$ cat config.mk
export PLATFORM = sky130hd
export DESIGN_NAME = mbba_store
export DESIGN_NICKNAME = d
export VERILOG_FILES = /design/src/rtl/core/multi_block_bump_arena_allocator_core_macros.svh /design/src/rtl/core/mbba_pkg.sv /design/src/rtl/core/mbba_store.sv
export SDC_FILE = /design/constraint.sdc
export NUM_CORES = 2
export LEC_CHECK = 0
export BUFFER_PORTS_ARGS = -buffer_cell sky130_fd_sc_hd__buf_4
export CORE_MARGIN = 4
export CORE_UTILIZATION = 45
export DETAILED_ROUTE_END_ITERATION = 10
export GPL_ROUTABILITY_DRIVEN = 0
export HOLD_SLACK_MARGIN = 0.03
export PLACE_DENSITY = 0.66
export RECOVER_POWER = 25
export SLEW_MARGIN = 20
export SYNTH_ARGS = -nofsm -noshare
export SYNTH_HDL_FRONTEND = slang
export SYNTH_SLANG_ARGS = --single-unit
$ cat constraint.sdc
create_clock -name clk_i -period 3.1 [get_ports clk_i]
set_clock_uncertainty 0.2 [all_clocks]
set_input_delay 0.31 -clock clk_i [delete_from_list [all_inputs] [get_ports clk_i]]
set_output_delay 0.31 -clock clk_i [all_outputs]
set_load 0.005 [all_outputs]
$ cat src/rtl/core/multi_block_bump_arena_allocator_core_macros.svh
// assertion helpers used by the arena allocator controller
`ifndef MULTI_BLOCK_BUMP_ARENA_ALLOCATOR_CORE_MACROS_SVH
`define MULTI_BLOCK_BUMP_ARENA_ALLOCATOR_CORE_MACROS_SVH

// property checked on every rising clock edge outside reset
`define MBBA_ASSERT(lbl, prop, msg) \
  lbl: assert property (@(posedge clk_i) disable iff (!rst_ni) (prop)) \
    else $error(msg);

// condition in one cycle implies a condition in the next
`define MBBA_ASSERT_NEXT(lbl, ante, cons, msg) \
  lbl: assert property (@(posedge clk_i) disable iff (!rst_ni) (ante) |=> (cons)) \
    else $error(msg);

`endif

$ cat src/rtl/core/mbba_pkg.sv
`default_nettype none

package mbba_pkg;

  localparam int FRAME_SLOTS    = 4;
  localparam int MAX_BLOCKS     = 16;
  localparam int DEPTH          = FRAME_SLOTS * MAX_BLOCKS;
  localparam int SLOT_W         = (FRAME_SLOTS > 1) ? $clog2(FRAME_SLOTS) : 1;
  localparam int IDX_W          = (MAX_BLOCKS > 1) ? $clog2(MAX_BLOCKS) : 1;
  localparam int CNT_W          = $clog2(MAX_BLOCKS + 1);
  localparam int ADDR_W         = (DEPTH > 1) ? $clog2(DEPTH) : 1;

  localparam int FSLOT_W        = 2;
  localparam int SIZE_W         = 24;
  localparam int ALIGN_W        = 5;
  localparam int LEN_W          = 26;
  localparam int OFF_W          = 25;
  localparam int BIDX_W         = 4;
  localparam int ALM1_W         = 16;
  localparam int SUM_W          = 25;
  localparam int ALIGN_LOG2_MAX = 16;
  localparam logic [LEN_W-1:0] MIN_BLOCK_RESET = LEN_W'(65536);

  typedef enum logic [1:0] {
    ST_PLACED     = 2'd0,
    ST_NEW_BLOCK  = 2'd1,
    ST_FULL       = 2'd2,
    ST_RESET_DONE = 2'd3
  } status_e;

  typedef enum logic [1:0] {
    S_IDLE,
    S_EVAL,
    S_RESP
  } state_e;

  typedef enum logic {
    FUNC_ALLOC = 1'b0,
    FUNC_RESET = 1'b1
  } func_e;

  // write and clear commands towards the block store
  typedef struct packed {
    logic              used_we;
    logic              cap_we;
    logic [ADDR_W-1:0] addr;
    logic [LEN_W-1:0]  used;
    logic [LEN_W-1:0]  cap;
    logic              clr;
    logic [SLOT_W-1:0] clr_slot;
  } mbba_wr_t;

  typedef struct packed {
    status_e           status;
    logic [BIDX_W-1:0] block_index;
    logic [OFF_W-1:0]  byte_offset;
    logic [LEN_W-1:0]  new_block_bytes;
  } mbba_res_t;

  function automatic logic [ADDR_W-1:0] blk_addr(input logic [SLOT_W-1:0] slot,
                                                 input logic [IDX_W-1:0]  idx);
    blk_addr = ADDR_W'(slot) * ADDR_W'(MAX_BLOCKS) + ADDR_W'(idx);
  endfunction

  // smallest power of two not below v, v is at least two
  function automatic logic [LEN_W-1:0] next_pow2(input logic [SUM_W-1:0] v);
    logic [SUM_W-1:0] p;
    p = v - SUM_W'(1);
    p = p | (p >> 1);
    p = p | (p >> 2);
    p = p | (p >> 4);
    p = p | (p >> 8);
    p = p | (p >> 16);
    next_pow2 = LEN_W'(p) + LEN_W'(1);
  endfunction

endpackage

`default_nettype wire

$ cat src/rtl/core/mbba_store.sv
`default_nettype none

module mbba_store (
  input  wire logic                       clk_i,
  input  wire logic                       rst_ni,
  input  wire logic                       rd_en_i,
  input  wire logic [mbba_pkg::ADDR_W-1:0] rd_addr_i,
  input  wire mbba_pkg::mbba_wr_t         wr_i,
  output logic [mbba_pkg::LEN_W-1:0]      used_rd_o,
  output logic [mbba_pkg::LEN_W-1:0]      cap_rd_o
);
  import mbba_pkg::*;

  logic [LEN_W-1:0] used_mem [DEPTH];
  logic [LEN_W-1:0] cap_mem  [DEPTH];
  logic [DEPTH-1:0] vld_q;
  logic             vld_rd_q;
  logic [LEN_W-1:0] used_rd_q;
  logic [LEN_W-1:0] cap_rd_q;

  always_ff @(posedge clk_i) begin
    if (wr_i.used_we) begin
      used_mem[wr_i.addr] <= wr_i.used;
    end
    if (wr_i.cap_we) begin
      cap_mem[wr_i.addr] <= wr_i.cap;
    end
    if (rd_en_i) begin
      used_rd_q <= used_mem[rd_addr_i];
      cap_rd_q  <= cap_mem[rd_addr_i];
    end
  end

  // used counts read as zero until written since reset or the slot was reset
  always_ff @(posedge clk_i or negedge rst_ni) begin
    if (!rst_ni) begin
      vld_q    <= '0;
      vld_rd_q <= 1'b0;
    end else begin
      if (wr_i.clr) begin
        for (int i = 0; i < DEPTH; i++) begin
          if (SLOT_W'(i / MAX_BLOCKS) == wr_i.clr_slot) begin
            vld_q[i] <= 1'b0;
          end
        end
      end else if (wr_i.used_we) begin
        vld_q[wr_i.addr] <= 1'b1;
      end
      if (rd_en_i) begin
        vld_rd_q <= vld_q[rd_addr_i];
      end
    end
  end

  assign used_rd_o = vld_rd_q ? used_rd_q : '0;
  assign cap_rd_o  = cap_rd_q;

endmodule

`default_nettype wire

==> impl_metrics.tcl <==
set metrics [dict create \
    seq_area_frac_synth_pct 78.6 \
    yosys_warnings 0 \
    vdd_ir_drop_max_mv 0.449 \
    finalSetupViolCount 0 \
    required_ns 2.59 \
    crit_fanout 13 \
    synth_edf_count 3380 \
    syn_area_um2 131000 \
    violations "max-capacitance violations, max-slew violations" \
    num_rows 197 \
    post-place-cells 9490 \
    ff2ff_path_depth 5 \
    final_cell_mix "3380 x edfxtp_1, 1037 x mux4_2, 343 x clkbuf_16" \
    postCtsHoldBufs 81 \
    clk_latency_ns 0.88 \
    final_area_um2 153000 \
    grt_pass1_vias 62700 \
    drcViolationCount 0 \
    grt_max_degree 66 \
    finalNonFillerCells 10200 \
    grt_usage_pct 21.9 \
    grt_pass1_wl_um 472000 \
    power_density_nw_per_um2 633 \
    outcome "finished, violations left" \
    arrival_ns 2.46 \
    mostFrequentLayoutCell "edfxtp_1" \
    initial_core_util_pct 45.4 \
    htreeDepth 5 \
    ant_nets 0 \
    regToRegEndpoint "cap_rd_o[22]" \
    postCtsSetupBuffers 0 \
    async_flop_share_pct 1.89 \
    cts_root_buf "clkbuf_16" \
    dpl.hpwl_um 184000 \
    vias_per_cell 6.11 \
    wl_um 331000 \
    rsz0062_at_grt "no" \
    nNetsFinal 6101 \
    report.final.hold_viol_count 0 \
    io_buffer_count 123 \
    drive_above_1_share_pct 34.5 \
    final_core_util_pct 53.0 \
    dr.pass1.iters 5 \
    total_power_mw 97.1 \
    grt_overflow 0 \
    ys.flop_type "edfxtp_1" \
    period_share_pct 95.6 \
    grt_antenna_before_repair 36 \
    path_class "flop to output port" \
    wl_per_cell_um 32.4 \
    r2r_slack_ns 0.30 \
    die-area_um2 300000 \
    die_x_um 548 \
    r2r_start "cap_mem[61][22]" \
    max_freq_mhz 337 \
    hp-class "input pin to asynchronous set/reset pin" \
    clk_path_buf_depth 4 \
    drv_cap 6 \
    vias 62300 \
    placed_area_um2 142000 \
    pre_cts_slack_ns -0.616 \
    worst_setup_path_end_kind "output port" \
    cts_tree "done" \
    critPathLaunchType "flop" \
    ys_seq_elements 3445 \
    p_leak_nw 48.0 \
    synthCells 5377 \
    path_clk_slew_ns 0.06 \
    cts_resized 0 \
    final_max_slew_viol_count 325 \
    fp.coreArea_um2 289000 \
    num_io_pins 124 \
    avgSynthCellArea_um2 24.4 \
    syn_nets 5449 \
    syn_to_final_growth_pct 16.9 \
    synth.distinct_cells 38 \
    slew_headroom_pct -69.8 \
    fp.dieH_um 548 \
    period_needed_ns 2.97 \
    whs_ns 0.0649 \
    num-fill-cells 21400 \
    worst_pin_slew_ns 2.55 \
    setup-tns-final_ns 0 \
    numClockSinks 3445 \
    drt-initial-drc-count 8496 \
    setup_ws_ns 0.135 \
    cts_made_buffers 335 \
]
cell families (layout without fill, tap and decap cells):
| kind of cell | Yosys count | count (layout) | synth area share, % |
|---|---|---|---|
| buffers and inverters | 294 | 1210 | 1.01 |
| flip-flops | 3445 | 3445 | 78.6 |
| other | 0 | 15 | 0 |
| AND/OR/NAND/NOR | 364 | 364 | 1.20 |
| multiplexers | 1083 | 1083 | 18.2 |
| AO/OA/AOI/OAI | 191 | 191 | 1.00 |
synthesized netlist by cell type (10+ instances only):
cell type  number  area share (%)
edfxtp_1     3380              77
mux4_2       1037              18
nor2_1        172            0.49
clkbuf_1      130            0.37
nand2_1       117            0.33
buf_2         114            0.43
a22oi_1        84            0.48
dfrtp_1        65             1.2
mux2i_1        36            0.27
o21ai_0        30            0.11
and2_1         29            0.14
buf_1          28           0.080
a21oi_1        22           0.084
a22o_1         22            0.15
buf_4          16           0.092
o22ai_1        12           0.057
a211oi_1       11           0.063
mux2_2         10           0.086
critical path, cell delays in order (launching register included):
cell and delay, ns:
dfrtp_1 0.92, and2_1 0.48, buf_4 0.19
flip-flops by register name (all words and copies together), names as in the netlist:
signal and flops:
used_rd_q 26, vld_q 64, vld_rd_q 1, cap_rd_o 26
used_mem 1664, cap_mem 1664
where the power goes:
group          internal [mW]  switching [mW]
clock network           23.2            16.9
registers               51.6           0.186
logic                   2.21            2.96
total                   77.0            20.0
worst max path at each step:
stage / startpoint / end / slack [ns]
2_1_floorplan: wr_i[58] / used_mem[13][0] / 0.15
3_3_place_gp: rd_addr_i[0] / cap_rd_o[2] / -0.69
3_5_place_dp: rd_addr_i[0] / cap_rd_o[2] / -0.62
4_1_cts: rd_addr_i[4] / cap_rd_o[2] / 0.05
5_1_grt: vld_rd_q / used_rd_o[7] / 0.02
6_report: vld_rd_q / used_rd_o[14] / 0.13
area by class of cell:
type / instances / area (um^2) / area share [%]
multi-input combinational: 1638 / 27700 / 18.1
antenna: 15 / 37.5 / 0.0245
sequential: 3445 / 103000 / 67.2
clock inverter: 183 / 1840 / 1.20
tap: 3880 / 4850 / 3.17
inverter: 3 / 18.8 / 0.0122
timing repair buffer: 606 / 6930 / 4.52
clock buffer: 418 / 8860 / 5.78
layer usage:
layer | share of wire, % | GRT usage, % | up-vias
li1 | - | - | 24600
met1 | 39 | 31.4 | 33900
met2 | 49 | 34.9 | 3275
met3 | 9.2 | 4.06 | 538
met4 | 3.0 | 6.27 | 6
met5 | 0.010 | 0 | -
Power figures use the tool's default switching activity.
