**src/rtl/core/multi_block_bump_arena_allocator_core_macros.svh**
```systemverilog
// assertion helpers used by the arena allocator controller
`ifndef MULTI_BLOCK_BUMP_ARENA_ALLOCATOR_CORE_MACROS_SVH
`define MULTI_BLOCK_BUMP_ARENA_ALLOCATOR_CORE_MACROS_SVH

// property checked on every rising clock edge outside reset
`define MBBA_ASSERT(lbl, prop, msg) \
  lbl: assert property (@(posedge clk_i) disable iff (!rst_ni) (prop)) \
    else $error(msg);

// condition in one cycle implies a condition in the next
`define MBBA_ASSERT_NEXT(lbl, ante, cons, msg) \
  lbl: assert property (@(posedge clk_i) disable iff (!rst_ni) (ante) |=> (cons)) \
    else $error(msg);

`endif

```
**src/rtl/core/mbba_pkg.sv**
```systemverilog
`default_nettype none

package mbba_pkg;

  localparam int FRAME_SLOTS    = 4;
  localparam int MAX_BLOCKS     = 16;
  localparam int DEPTH          = FRAME_SLOTS * MAX_BLOCKS;
  localparam int SLOT_W         = (FRAME_SLOTS > 1) ? $clog2(FRAME_SLOTS) : 1;
  localparam int IDX_W          = (MAX_BLOCKS > 1) ? $clog2(MAX_BLOCKS) : 1;
  localparam int CNT_W          = $clog2(MAX_BLOCKS + 1);
  localparam int ADDR_W         = (DEPTH > 1) ? $clog2(DEPTH) : 1;

  localparam int FSLOT_W        = 2;
  localparam int SIZE_W         = 24;
  localparam int ALIGN_W        = 5;
  localparam int LEN_W          = 26;
  localparam int OFF_W          = 25;
  localparam int BIDX_W         = 4;
  localparam int ALM1_W         = 16;
  localparam int SUM_W          = 25;
  localparam int ALIGN_LOG2_MAX = 16;
  localparam logic [LEN_W-1:0] MIN_BLOCK_RESET = LEN_W'(65536);

  typedef enum logic [1:0] {
    ST_PLACED     = 2'd0,
    ST_NEW_BLOCK  = 2'd1,
    ST_FULL       = 2'd2,
    ST_RESET_DONE = 2'd3
  } status_e;

  typedef enum logic [1:0] {
    S_IDLE,
    S_EVAL,
    S_RESP
  } state_e;

  typedef enum logic {
    FUNC_ALLOC = 1'b0,
    FUNC_RESET = 1'b1
  } func_e;

  // write and clear commands towards the block store
  typedef struct packed {
    logic              used_we;
    logic              cap_we;
    logic [ADDR_W-1:0] addr;
    logic [LEN_W-1:0]  used;
    logic [LEN_W-1:0]  cap;
    logic              clr;
    logic [SLOT_W-1:0] clr_slot;
  } mbba_wr_t;

  typedef struct packed {
    status_e           status;
    logic [BIDX_W-1:0] block_index;
    logic [OFF_W-1:0]  byte_offset;
    logic [LEN_W-1:0]  new_block_bytes;
  } mbba_res_t;

  function automatic logic [ADDR_W-1:0] blk_addr(input logic [SLOT_W-1:0] slot,
                                                 input logic [IDX_W-1:0]  idx);
    blk_addr = ADDR_W'(slot) * ADDR_W'(MAX_BLOCKS) + ADDR_W'(idx);
  endfunction

  // smallest power of two not below v, v is at least two
  function automatic logic [LEN_W-1:0] next_pow2(input logic [SUM_W-1:0] v);
    logic [SUM_W-1:0] p;
    p = v - SUM_W'(1);
    p = p | (p >> 1);
    p = p | (p >> 2);
    p = p | (p >> 4);
    p = p | (p >> 8);
    p = p | (p >> 16);
    next_pow2 = LEN_W'(p) + LEN_W'(1);
  endfunction

endpackage

`default_nettype wire

```
**src/rtl/core/mbba_req_if.sv**
```systemverilog
`default_nettype none

interface mbba_req_if;
  import mbba_pkg::*;

  logic               valid;
  logic               ready;
  logic               func;
  logic [FSLOT_W-1:0] frame_slot;
  logic [SIZE_W-1:0]  req_bytes;
  logic [ALIGN_W-1:0] align_log2;

  modport source (output valid, func, frame_slot, req_bytes, align_log2, input ready);
  modport sink   (input valid, func, frame_slot, req_bytes, align_log2, output ready);
endinterface

`default_nettype wire

```
**src/rtl/core/mbba_ctrl.sv**
```systemverilog
`default_nettype none

`include "multi_block_bump_arena_allocator_core_macros.svh"

module mbba_ctrl (
  input  wire logic                        clk_i,
  input  wire logic                        rst_ni,
  mbba_req_if.sink                         req_i,
  input  wire logic                        cfg_we_i,
  input  wire logic [mbba_pkg::LEN_W-1:0]  cfg_wdata_i,
  output logic                             rd_en_o,
  output logic [mbba_pkg::ADDR_W-1:0]      rd_addr_o,
  output mbba_pkg::mbba_wr_t               wr_o,
  input  wire logic [mbba_pkg::LEN_W-1:0]  used_rd_i,
  input  wire logic [mbba_pkg::LEN_W-1:0]  cap_rd_i,
  output logic                             res_valid_o,
  input  wire logic                        res_ready_i,
  output mbba_pkg::mbba_res_t              res_o
);
  import mbba_pkg::*;

  state_e             state_q, state_d;
  logic [SLOT_W-1:0]  slot_q, slot_d;
  logic [SIZE_W-1:0]  size_q, size_d;
  logic [ALM1_W-1:0]  alm1_q, alm1_d;
  logic [SUM_W-1:0]   sum_q, sum_d;
  mbba_res_t          res_q, res_d;
  logic [CNT_W-1:0]   cursor_q [FRAME_SLOTS];
  logic [CNT_W-1:0]   cursor_d [FRAME_SLOTS];
  logic [CNT_W-1:0]   count_q  [FRAME_SLOTS];
  logic [CNT_W-1:0]   count_d  [FRAME_SLOTS];
  logic [LEN_W-1:0]   min_blk_q;

  logic [SLOT_W-1:0]  in_slot;
  logic [SIZE_W-1:0]  in_size;
  logic [ALIGN_W-1:0] in_lg;
  logic [ALM1_W:0]    in_align;
  logic [CNT_W-1:0]   cur;
  logic [CNT_W-1:0]   cur_nxt;
  logic [CNT_W-1:0]   cnt;
  logic [LEN_W:0]     off;
  logic [LEN_W+1:0]   end_off;
  logic               fit;
  logic [LEN_W-1:0]   pow_blk;
  logic [LEN_W-1:0]   new_blk;

  assign in_slot  = SLOT_W'(req_i.frame_slot % FRAME_SLOTS);
  assign in_size  = (req_i.req_bytes == '0) ? SIZE_W'(1) : req_i.req_bytes;
  assign in_lg    = (req_i.align_log2 > ALIGN_W'(ALIGN_LOG2_MAX)) ?
                    ALIGN_W'(ALIGN_LOG2_MAX) : req_i.align_log2;
  assign in_align = (ALM1_W + 1)'(1) << in_lg;

  assign cur     = cursor_q[slot_q];
  assign cur_nxt = cur + CNT_W'(1);
  assign cnt     = count_q[slot_q];

  // align the used count up, then check the request against the capacity
  assign off     = ((LEN_W + 1)'(used_rd_i) + (LEN_W + 1)'(alm1_q)) & ~((LEN_W + 1)'(alm1_q));
  assign end_off = (LEN_W + 2)'(off) + (LEN_W + 2)'(size_q);
  assign fit     = end_off <= (LEN_W + 2)'(cap_rd_i);

  assign pow_blk = next_pow2(sum_q);
  assign new_blk = (min_blk_q > pow_blk) ? min_blk_q : pow_blk;

  always_ff @(posedge clk_i or negedge rst_ni) begin
    if (!rst_ni) begin
      state_q   <= S_IDLE;
      slot_q    <= '0;
      min_blk_q <= MIN_BLOCK_RESET;
      for (int s = 0; s < FRAME_SLOTS; s++) begin
        cursor_q[s] <= '0;
        count_q[s]  <= '0;
      end
    end else begin
      state_q  <= state_d;
      slot_q   <= slot_d;
      cursor_q <= cursor_d;
      count_q  <= count_d;
      if (cfg_we_i) begin
        min_blk_q <= cfg_wdata_i;
      end
    end
  end

  always_ff @(posedge clk_i) begin
    size_q <= size_d;
    alm1_q <= alm1_d;
    sum_q  <= sum_d;
    res_q  <= res_d;
  end

  always_comb begin
    state_d     = state_q;
    slot_d      = slot_q;
    size_d      = size_q;
    alm1_d      = alm1_q;
    sum_d       = sum_q;
    res_d       = res_q;
    cursor_d    = cursor_q;
    count_d     = count_q;
    req_i.ready = 1'b0;
    rd_en_o     = 1'b0;
    rd_addr_o   = blk_addr(slot_q, cur_nxt[IDX_W-1:0]);
    wr_o        = '0;
    res_valid_o = 1'b0;

    case (state_q)
      S_IDLE: begin
        req_i.ready = 1'b1;
        rd_addr_o   = blk_addr(in_slot, cursor_q[in_slot][IDX_W-1:0]);
        if (req_i.valid) begin
          slot_d = in_slot;
          size_d = in_size;
          alm1_d = ALM1_W'(in_align - (ALM1_W + 1)'(1));
          sum_d  = SUM_W'(in_size) + SUM_W'(in_align);
          if (func_e'(req_i.func) == FUNC_RESET) begin
            wr_o.clr          = 1'b1;
            wr_o.clr_slot     = in_slot;
            cursor_d[in_slot] = '0;
            res_d             = '0;
            res_d.status      = ST_RESET_DONE;
            state_d           = S_RESP;
          end else begin
            rd_en_o = 1'b1;
            state_d = S_EVAL;
          end
        end
      end

      S_EVAL: begin
        wr_o.addr = blk_addr(slot_q, cur[IDX_W-1:0]);
        if (cur < cnt) begin
          if (fit) begin
            wr_o.used_we      = 1'b1;
            wr_o.used         = end_off[LEN_W-1:0];
            res_d.status      = ST_PLACED;
            res_d.block_index = cur[BIDX_W-1:0];
            res_d.byte_offset = off[OFF_W-1:0];
            res_d.new_block_bytes = '0;
            state_d           = S_RESP;
          end else begin
            // retire this block and probe the next one
            cursor_d[slot_q] = cur_nxt;
            rd_en_o          = 1'b1;
          end
        end else if (cnt >= CNT_W'(MAX_BLOCKS)) begin
          res_d        = '0;
          res_d.status = ST_FULL;
          state_d      = S_RESP;
        end else begin
          wr_o.addr         = blk_addr(slot_q, cnt[IDX_W-1:0]);
          wr_o.used_we      = 1'b1;
          wr_o.used         = LEN_W'(size_q);
          wr_o.cap_we       = 1'b1;
          wr_o.cap          = new_blk;
          count_d[slot_q]   = cnt + CNT_W'(1);
          cursor_d[slot_q]  = cnt;
          res_d.status      = ST_NEW_BLOCK;
          res_d.block_index = cnt[BIDX_W-1:0];
          res_d.byte_offset = '0;
          res_d.new_block_bytes = new_blk;
          state_d           = S_RESP;
        end
      end

      S_RESP: begin
        res_valid_o = 1'b1;
        if (res_ready_i) begin
          state_d = S_IDLE;
        end
      end

      default: begin
        state_d = S_IDLE;
      end
    endcase
  end

  assign res_o = res_q;

  `MBBA_ASSERT(a_cursor_le_count, cursor_q[slot_q] <= count_q[slot_q], "cursor beyond count")
  `MBBA_ASSERT(a_count_le_max, count_q[slot_q] <= CNT_W'(MAX_BLOCKS), "block count beyond table")
  `MBBA_ASSERT(a_wr_in_eval, (wr_o.used_we || wr_o.cap_we) |-> state_q == S_EVAL, "stray write")
  `MBBA_ASSERT_NEXT(a_resp_hold, (state_q == S_RESP) && !res_ready_i, state_q == S_RESP, "dropped")

endmodule

`default_nettype wire
```
**src/flat_wrapper.sv**
```systemverilog
// flat-port wrapper written by rule: the top's interface ports become plain ports
module mbba_ctrl_flat import mbba_pkg::*;
  (clk_i, rst_ni, cfg_we_i, cfg_wdata_i, rd_en_o, rd_addr_o, wr_o, used_rd_i, cap_rd_i, res_valid_o, res_ready_i, res_o, req_i_valid, req_i_func, req_i_frame_slot, req_i_req_bytes, req_i_align_log2, req_i_ready);
  mbba_req_if req_i_i ();
  input  wire logic clk_i;
  input  wire logic rst_ni;
  input  wire logic cfg_we_i;
  input  wire logic [mbba_pkg::LEN_W-1:0] cfg_wdata_i;
  output logic rd_en_o;
  output logic [mbba_pkg::ADDR_W-1:0] rd_addr_o;
  output mbba_pkg::mbba_wr_t wr_o;
  input  wire logic [mbba_pkg::LEN_W-1:0] used_rd_i;
  input  wire logic [mbba_pkg::LEN_W-1:0] cap_rd_i;
  output logic res_valid_o;
  input  wire logic res_ready_i;
  output mbba_pkg::mbba_res_t res_o;
  input wire logic [$bits(req_i_i.valid)-1:0] req_i_valid;
  input wire logic [$bits(req_i_i.func)-1:0] req_i_func;
  input wire logic [$bits(req_i_i.frame_slot)-1:0] req_i_frame_slot;
  input wire logic [$bits(req_i_i.req_bytes)-1:0] req_i_req_bytes;
  input wire logic [$bits(req_i_i.align_log2)-1:0] req_i_align_log2;
  output wire logic [$bits(req_i_i.ready)-1:0] req_i_ready;
  assign req_i_i.valid = req_i_valid;
  assign req_i_i.func = req_i_func;
  assign req_i_i.frame_slot = req_i_frame_slot;
  assign req_i_i.req_bytes = req_i_req_bytes;
  assign req_i_i.align_log2 = req_i_align_log2;
  assign req_i_ready = req_i_i.ready;
  mbba_ctrl u_core (.clk_i(clk_i), .rst_ni(rst_ni), .req_i(req_i_i), .cfg_we_i(cfg_we_i), .cfg_wdata_i(cfg_wdata_i), .rd_en_o(rd_en_o), .rd_addr_o(rd_addr_o), .wr_o(wr_o), .used_rd_i(used_rd_i), .cap_rd_i(cap_rd_i), .res_valid_o(res_valid_o), .res_ready_i(res_ready_i), .res_o(res_o));
endmodule
```
**config.mk**
```make
export PLATFORM = sky130hd
export DESIGN_NAME = mbba_ctrl_flat
export DESIGN_NICKNAME = d
export VERILOG_FILES = /design/src/rtl/core/mbba_pkg.sv /design/src/rtl/core/mbba_req_if.sv /design/src/rtl/core/mbba_ctrl.sv /design/src/flat_wrapper.sv
export VERILOG_INCLUDE_DIRS = /design/src /design/src/rtl/core
export SDC_FILE = /design/constraint.sdc
export NUM_CORES = 1
export LEC_CHECK = 0
export BUFFER_PORTS_ARGS = -buffer_cell sky130_fd_sc_hd__buf_2
export CAP_MARGIN = 5
export CORE_MARGIN = 1
export CORE_UTILIZATION = 53
export CTS_BUF_LIST = sky130_fd_sc_hd__clkbuf_8
export DETAILED_ROUTE_END_ITERATION = 10
export GPL_TIMING_DRIVEN = 0
export PLACE_DENSITY = 0.86
export SKIP_CTS_REPAIR_TIMING = 1
export SYNTH_ARGS = -nofsm -noshare
export SYNTH_HDL_FRONTEND = slang
export SYNTH_SLANG_ARGS = --single-unit
export TNS_END_PERCENT = 100
```
**constraint.sdc**
```tcl
create_clock -name clk_i -period 9.35 [get_ports clk_i]
set_input_delay 1.87 -clock clk_i [delete_from_list [all_inputs] [get_ports clk_i]]
set_output_delay 1.87 -clock clk_i [all_outputs]
set_load 0.01 [all_outputs]
```
==> results.json, run 1 <==
{
  "status": "finished with violations",
  "violations": "negative setup slack",
  "max_clock_freq_mhz": 103,
  "synth_top_area_share_pct": 25.4,
  "avgRoutedWirePerCell_um": 20.4,
  "final_area_um2": 17400,
  "grt_setup_unrepaired": "true",
  "drive_gt1_share_pct": 25.0,
  "drc": 0,
  "clkTransAtPathRegs_ns": 0.12,
  "wl_met1_mm": 18.4,
  "ant_nets": 0,
  "area_growth_syn_to_layout_pct": 20.6,
  "fin_crit_ns": 9.74,
  "slew_viol_final": 0,
  "syn-num-nets": 1780,
  "dieHeight_um": 167,
  "fin_util_pct": 65.9,
  "placed_area_um2": 16000,
  "clockRootBuffer": "clkbuf_8",
  "synth.area.top_cells": "edfxtp_1, dfrtp_1, ha_1",
  "clk_latency_ns": 0.51,
  "die_width_um": 167,
  "maxCapViolations": 0,
  "core_area_um2": 26400,
  "io_buffers": 240,
  "fin_crit_sh_pct": 104,
  "cts_tree": "yes",
  "p_per_area_nw_per_um2": 224,
  "totalWireLength_mm": 44.3,
  "synth_edf_count": 122,
  "fin_nets": 2063,
  "num_rows": 59,
  "synth_cell_types": 81,
  "top_layer": "met4",
  "final_cells": 2174,
  "final_common_cell": "buf_2",
  "fin_ws_ns": -0.389,
  "met3_wirelength_mm": 3.27,
  "wl_met2_mm": 21.4,
  "yosysWarningCount": 0,
  "cp-start-kind": "input port",
  "vias": 13500,
  "critPathCaptureType": "primary output",
  "crit_type": "in2out",
  "n_fill_cell": 2119,
  "start_util_pct": 54.6,
  "cts_sinks": 192,
  "slew_headroom_pct": 38.3,
  "grt_max_degree": 71,
  "dpl.hpwl_mm": 33.7,
  "cp_slowest_cell": "fa_2",
  "syn_avg_cell_area_um2": 9.34,
  "antenna_found_initial": 1,
  "layout_common_cells": "buf_2, nor2_1, edfxtp_1",
  "ios": 244,
  "place_ws_ns": -2.14,
  "path_max_fanout": 6,
  "synth_top_cell_by_area": "edfxtp_1",
  "viasPerCell": 6.19,
  "routabilityCongestion": 0.964,
  "ys_seq_elements": 192,
  "synth-async-reset-ratio_pct": 36.5,
  "finClkSkew_ns": 0.0198,
  "cp.required_ns": 7.48,
  "cts_buffers": 17,
  "synthesis.area_um2": 14400,
  "grt_usage_pct": 30.4,
  "htreeDepth": 4,
  "slowest_delay_ns": 0.44,
  "syn-instance-count": 1542,
  "finalSetupViolCount": 28,
  "synth_ff_type": "edfxtp_1",
  "drt-initial-drc-count": 1402,
  "ir_drop_uv": 271,
  "p_leak_uw": 0.00742,
  "grt_remaining_overflow": 0,
  "grt_pass1_vias": 12900,
  "finalHoldViolations": 0,
  "worstMarginPinSlew_ns": 0.926,
  "first_pass_iters": 7,
  "clockBufferDepth": 2,
  "arrival_ns": 7.87,
  "hold_path_class": "reg2reg",
  "grt_pass1_wl_mm": 66.4,
  "die_area_um2": 27800,
  "yosysSeqAreaShare_pct": 37.6,
  "dpl.cell_count": 2118
}
[worst paths after layout]
kind | end | from | depth (start not counted) | slack [ns]
setup / recovery | wr_o[29] | used_rd_i[0] | 30 | -0.39
hold / removal | u_core.count_q[4] | u_core.count_q[4] | 1 | 0.48
setup reg to reg | u_core.res_o[14] | u_core.alm1_q[0] | 26 | 2.38
hold reg to reg | u_core.count_q[4] | u_core.count_q[4] | 1 | 0.48
max in group asynchronous | u_core.min_blk_q[13] | rst_ni | 1 | 7.26
min in group asynchronous | u_core.count_q[17] | rst_ni | 1 | 1.48
[routing by layer]
layer,vias to the layer above,track usage [%]
li1,6240,-
met4,0,11.0
met3,99,3.64
met5,-,0
met2,607,50.5
met1,6512,40.8
[worst max-delay path: cells and delay by family]
kind / cells / cell delay, ns
buffers and inverters: 5 / 0.74
adders and majority gates: 3 / 1.08
AOI/OAI and AO/OA: 15 / 2.98
and+or+nand+nor: 6 / 1.11
xor gates and xnor gates: 1 / 0.05
[cell type report]
class                   count  area, µm²  share of cell area, %
repair buffers            265       1450                   8.36
inverters                  91        345                   1.99
flip-flops and latches    192       5420                   31.2
well taps                 335        419                   2.41
clock buffers              17        234                   1.35
diodes                      1       2.50                 0.0144
plain buffers              83        373                   2.15
multi-input cells        1175       8880                   51.1
clock inverters            15        240                   1.38
[synth_stat cells, types with 4 or more instances]
library cell and n:
ha_1 120, and2_1 36, or4_1 4, nor3_1 40, a21oi_1 120, a21o_1 28, nor2_1 139, xor2_1 26
nand2_1 99, mux4_2 14, xnor2_1 59, a211o_1 5, buf_2 8, nand4_1 28, mux2_2 33, and3_1 22
nand2b_1 19, o2bb2ai_1 8, o21a_1 13, or2_2 13, a31oi_1 13, dfrtp_1 69, nand4b_1 7, edfxtp_1 122
and4_1 4, mux2i_1 11, nor4_1 17, nor2b_1 20, inv_1 88, a22oi_1 5, clkbuf_1 73, o21bai_1 13
o31ai_1 5, nand3_1 40, or3_1 9, a22o_1 41, o21ai_0 75, a211oi_1 22
[cell families after synthesis]
| kind of cell | synth area share [%] |
|---|---|
| compound gates | 17.8 |
| xor+xnor | 5.17 |
| fa+ha+maj | 10.8 |
| buf+inv | 4.63 |
| flops | 37.6 |
| mux | 5.54 |
| simple gates | 18.3 |
[sequential cells by signal, indices dropped and copies added, names as in the netlist]
signal            count
u_core.alm1_q        16
u_core.count_q       20
u_core.cursor_q      20
u_core.min_blk_q     26
u_core.res_o         57
u_core.size_q        24
u_core.slot_q         2
u_core.state_q        2
u_core.sum_q         25
[stage by stage]
stage          hold slack (ns)  setup TNS (ns)  power, µW
6_report                 0.477           -8.99       3880
3_3_place_gp             0.435         -138.02       2950
2_1_floorplan            0.423               0       2450
5_1_grt                  0.512          -13.58       4090
4_1_cts                  0.483          -61.50       3650
3_5_place_dp             0.453          -87.93       3000
[power breakdown]
part	leakage [µW]	total (µW)	internal (µW)	switching, µW
Sequential	0.00203	1230	1120	115
Combinational	0.00515	2000	776	1230
Clock	0.000235	652	285	367
Total	0.00742	3880	2180	1710
No activity file was read; power rests on OpenSTA's default activity.
==> inputs of run 2 (changes only) <==
--- a/config.mk
+++ b/config.mk
@@ -14,7 +14,6 @@
 export DETAILED_ROUTE_END_ITERATION = 10
 export GPL_TIMING_DRIVEN = 0
 export PLACE_DENSITY = 0.86
-export SKIP_CTS_REPAIR_TIMING = 1
 export SYNTH_ARGS = -nofsm -noshare
 export SYNTH_HDL_FRONTEND = slang
 export SYNTH_SLANG_ARGS = --single-unit
==> run 2 against run 1 <==
Fmax is 0.65% higher. Hold slack worse by 0.0012 ns. The flow still finishes with violations (negative setup slack). Power is 3.3% higher. First-iteration DRC count is 9.1% lower. Setup slack better by 0.063 ns. Largest power group unchanged. Count of clock-buffer cells in the layout stayed put.
==> results.json, run 2 (synthesis gave the netlist of run 1 again) <==
{
  "status": "finished with violations",
  "violations": "negative setup slack",
  "num_rows": 59,
  "cp_top_family": "compound AO/OA/AOI/OAI gates",
  "routabilityCongestion": 0.964,
  "p_leak_uw": 0.00760,
  "power_uw": 4010,
  "r2r_setup_slack_ns": 2.22,
  "crit_path_end": "wr_o[29]",
  "arrival_ns": 7.81,
  "area_growth_syn_to_layout_pct": 23.0,
  "clk_latency_ns": 0.51,
  "grt_setup_unrepaired": "true",
  "ios": 244,
  "fin_crit_sh_pct": 103,
  "grt_max_degree": 71,
  "grt_remaining_overflow": 0,
  "core_area_um2": 26400,
  "dpl.hpwl_mm": 33.7,
  "grt_usage_pct": 31.7,
  "die_width_um": 167,
  "ir_drop_uv": 273,
  "start_util_pct": 54.6,
  "crit_buf_inv": 4,
  "met3_wirelength_mm": 3.03,
  "layout_common_cells": "buf_2, nor2_1, edfxtp_1",
  "totalWireLength_mm": 45.2,
  "cts_sinks": 192,
  "cts_buffers": 17,
  "cts_tree": "yes",
  "hold_path_class": "reg2reg",
  "wl_met2_mm": 21.8,
  "crit_type": "in2out",
  "cp.required_ns": 7.48,
  "grt_pass1_vias": 13500,
  "io_buffers": 240,
  "critPathCaptureType": "primary output",
  "finClkSkew_ns": 0.0241,
  "avgRoutedWirePerCell_um": 20.5,
  "drive_gt1_share_pct": 27.1,
  "dieHeight_um": 167,
  "crit_cells": 28,
  "cpMostUsedCell": "ha_4",
  "clkTransAtPathRegs_ns": 0.12,
  "slew_viol_final": 0,
  "viasPerCell": 6.17,
  "place_ws_ns": -2.14,
  "worstMarginPinSlew_ns": 0.927,
  "largest_reg_flops": 57,
  "grt_pass1_wl_mm": 69.2,
  "r2r_end": "u_core.res_o[14]",
  "clockBufferDepth": 2,
  "finalHoldViolations": 0,
  "p_per_area_nw_per_um2": 226,
  "top_layer": "met4",
  "timing.rr.start": "u_core.alm1_q[10]",
  "finalSetupViolCount": 28,
  "drt-initial-drc-count": 1274,
  "slowest_delay_ns": 0.38,
  "maxCapViolations": 0,
  "slew_headroom_pct": 38.2,
  "final_cells": 2208,
  "clockRootBuffer": "clkbuf_8",
  "antenna_found_initial": 1,
  "reg2regPathDepth": 27,
  "path_max_fanout": 6,
  "max_clock_freq_mhz": 103,
  "cp_slowest_cell": "a221oi_4",
  "htreeDepth": 4,
  "fin_nets": 2097,
  "dpl.cell_count": 2118,
  "final_common_cell": "buf_2",
  "ant_nets": 0,
  "die_area_um2": 27800,
  "cp-start-kind": "input port",
  "cts_hold_buf": 0,
  "startpoint": "used_rd_i[10]",
  "wl_met1_mm": 18.9,
  "first_pass_iters": 5,
  "fin_ws_ns": -0.326,
  "vias": 13600,
  "drc": 0,
  "fin_crit_ns": 9.68
}
## run 2: cell types whose count changed in the layout (fill, tap and decap cells not counted), moves of 2 or more
cell,before,now
nor2_2,5,8
ha_1,107,104
buf_4,23,54
nor2_1,133,129
o21ai_4,2,4
a21oi_2,10,12
ha_4,11,13
buf_6,3,7
## run 2: metal layers
| layer | up-vias | track usage, % |
|---|---|---|
| met2 | 592 | 53.3 |
| met5 | - | 0 |
| met1 | 6606 | 41.2 |
| met4 | 0 | 12.8 |
| met3 | 121 | 4.35 |
| li1 | 6308 | - |
## run 2: power breakdown
group	internal [µW]	switching (µW)	total [µW]	leakage (µW)
logic	858	1270	2130	0.00533
clock network	285	368	653	0.000235
registers	1120	116	1230	0.00203
## run 2: stage by stage
stage | TNS [ns] | instance area (µm²) | hold WS, ns | utilization (%)
after detailed placement | -87.93 | 16000 | 0.453 | 60.9
final | -7.39 | 17700 | 0.475 | 67.2
after floorplan | 0 | 14400 | 0.423 | -
after global placement | -138.02 | 16000 | 0.435 | 60.8
after global routing | -10.97 | 17700 | 0.512 | 67.2
after CTS | -2.61 | 17300 | 0.483 | 65.6
## run 2: worst min-delay path by stage
stage / start / end / slack, ns / cells after the start
global route: u_core.count_q[4] / u_core.count_q[4] / 0.51 / 1
global placement: u_core.count_q[9] / u_core.count_q[9] / 0.44 / 1
CTS: u_core.count_q[4] / u_core.count_q[4] / 0.48 / 1
detailed placement: u_core.count_q[4] / u_core.count_q[4] / 0.45 / 1
floorplan: u_core.count_q[9] / u_core.count_q[9] / 0.42 / 1
finish: u_core.count_q[4] / u_core.count_q[4] / 0.48 / 1
## run 2: final cells by class
| type | count | area, µm² |
|---|---|---|
| plain buffers | 83 | 372 |
| clock inverters | 15 | 240 |
| multi-input cells | 1175 | 8950 |
| diodes | 1 | 2.50 |
| inverters | 91 | 345 |
| repair buffers | 299 | 1730 |
| fillers | 2069 | 8650 |
| well taps | 335 | 419 |
| clock buffers | 17 | 234 |
| flip-flops and latches | 192 | 5420 |
## run 2: worst reg2reg max path: cells and delay by family, from the launching register on
kind | cells | cell delay [ns]
AND/OR/NAND/NOR | 9 | 1.59
multiplexers | 1 | 0.25
flip-flops | 1 | 0.50
AO/OA/AOI/OAI | 10 | 2.84
buffers and inverters | 3 | 0.44
XOR/XNOR | 1 | 0.22
adder cells (fa/ha/maj) | 3 | 0.90
## run 2: timing repair
item                       in CTS  in global routing
setup buffers                  41                 18
gates cloned                    1                  1
pin swaps                      53                 55
setup endpoints to repair      49                 53
gates resized for setup        94                 62
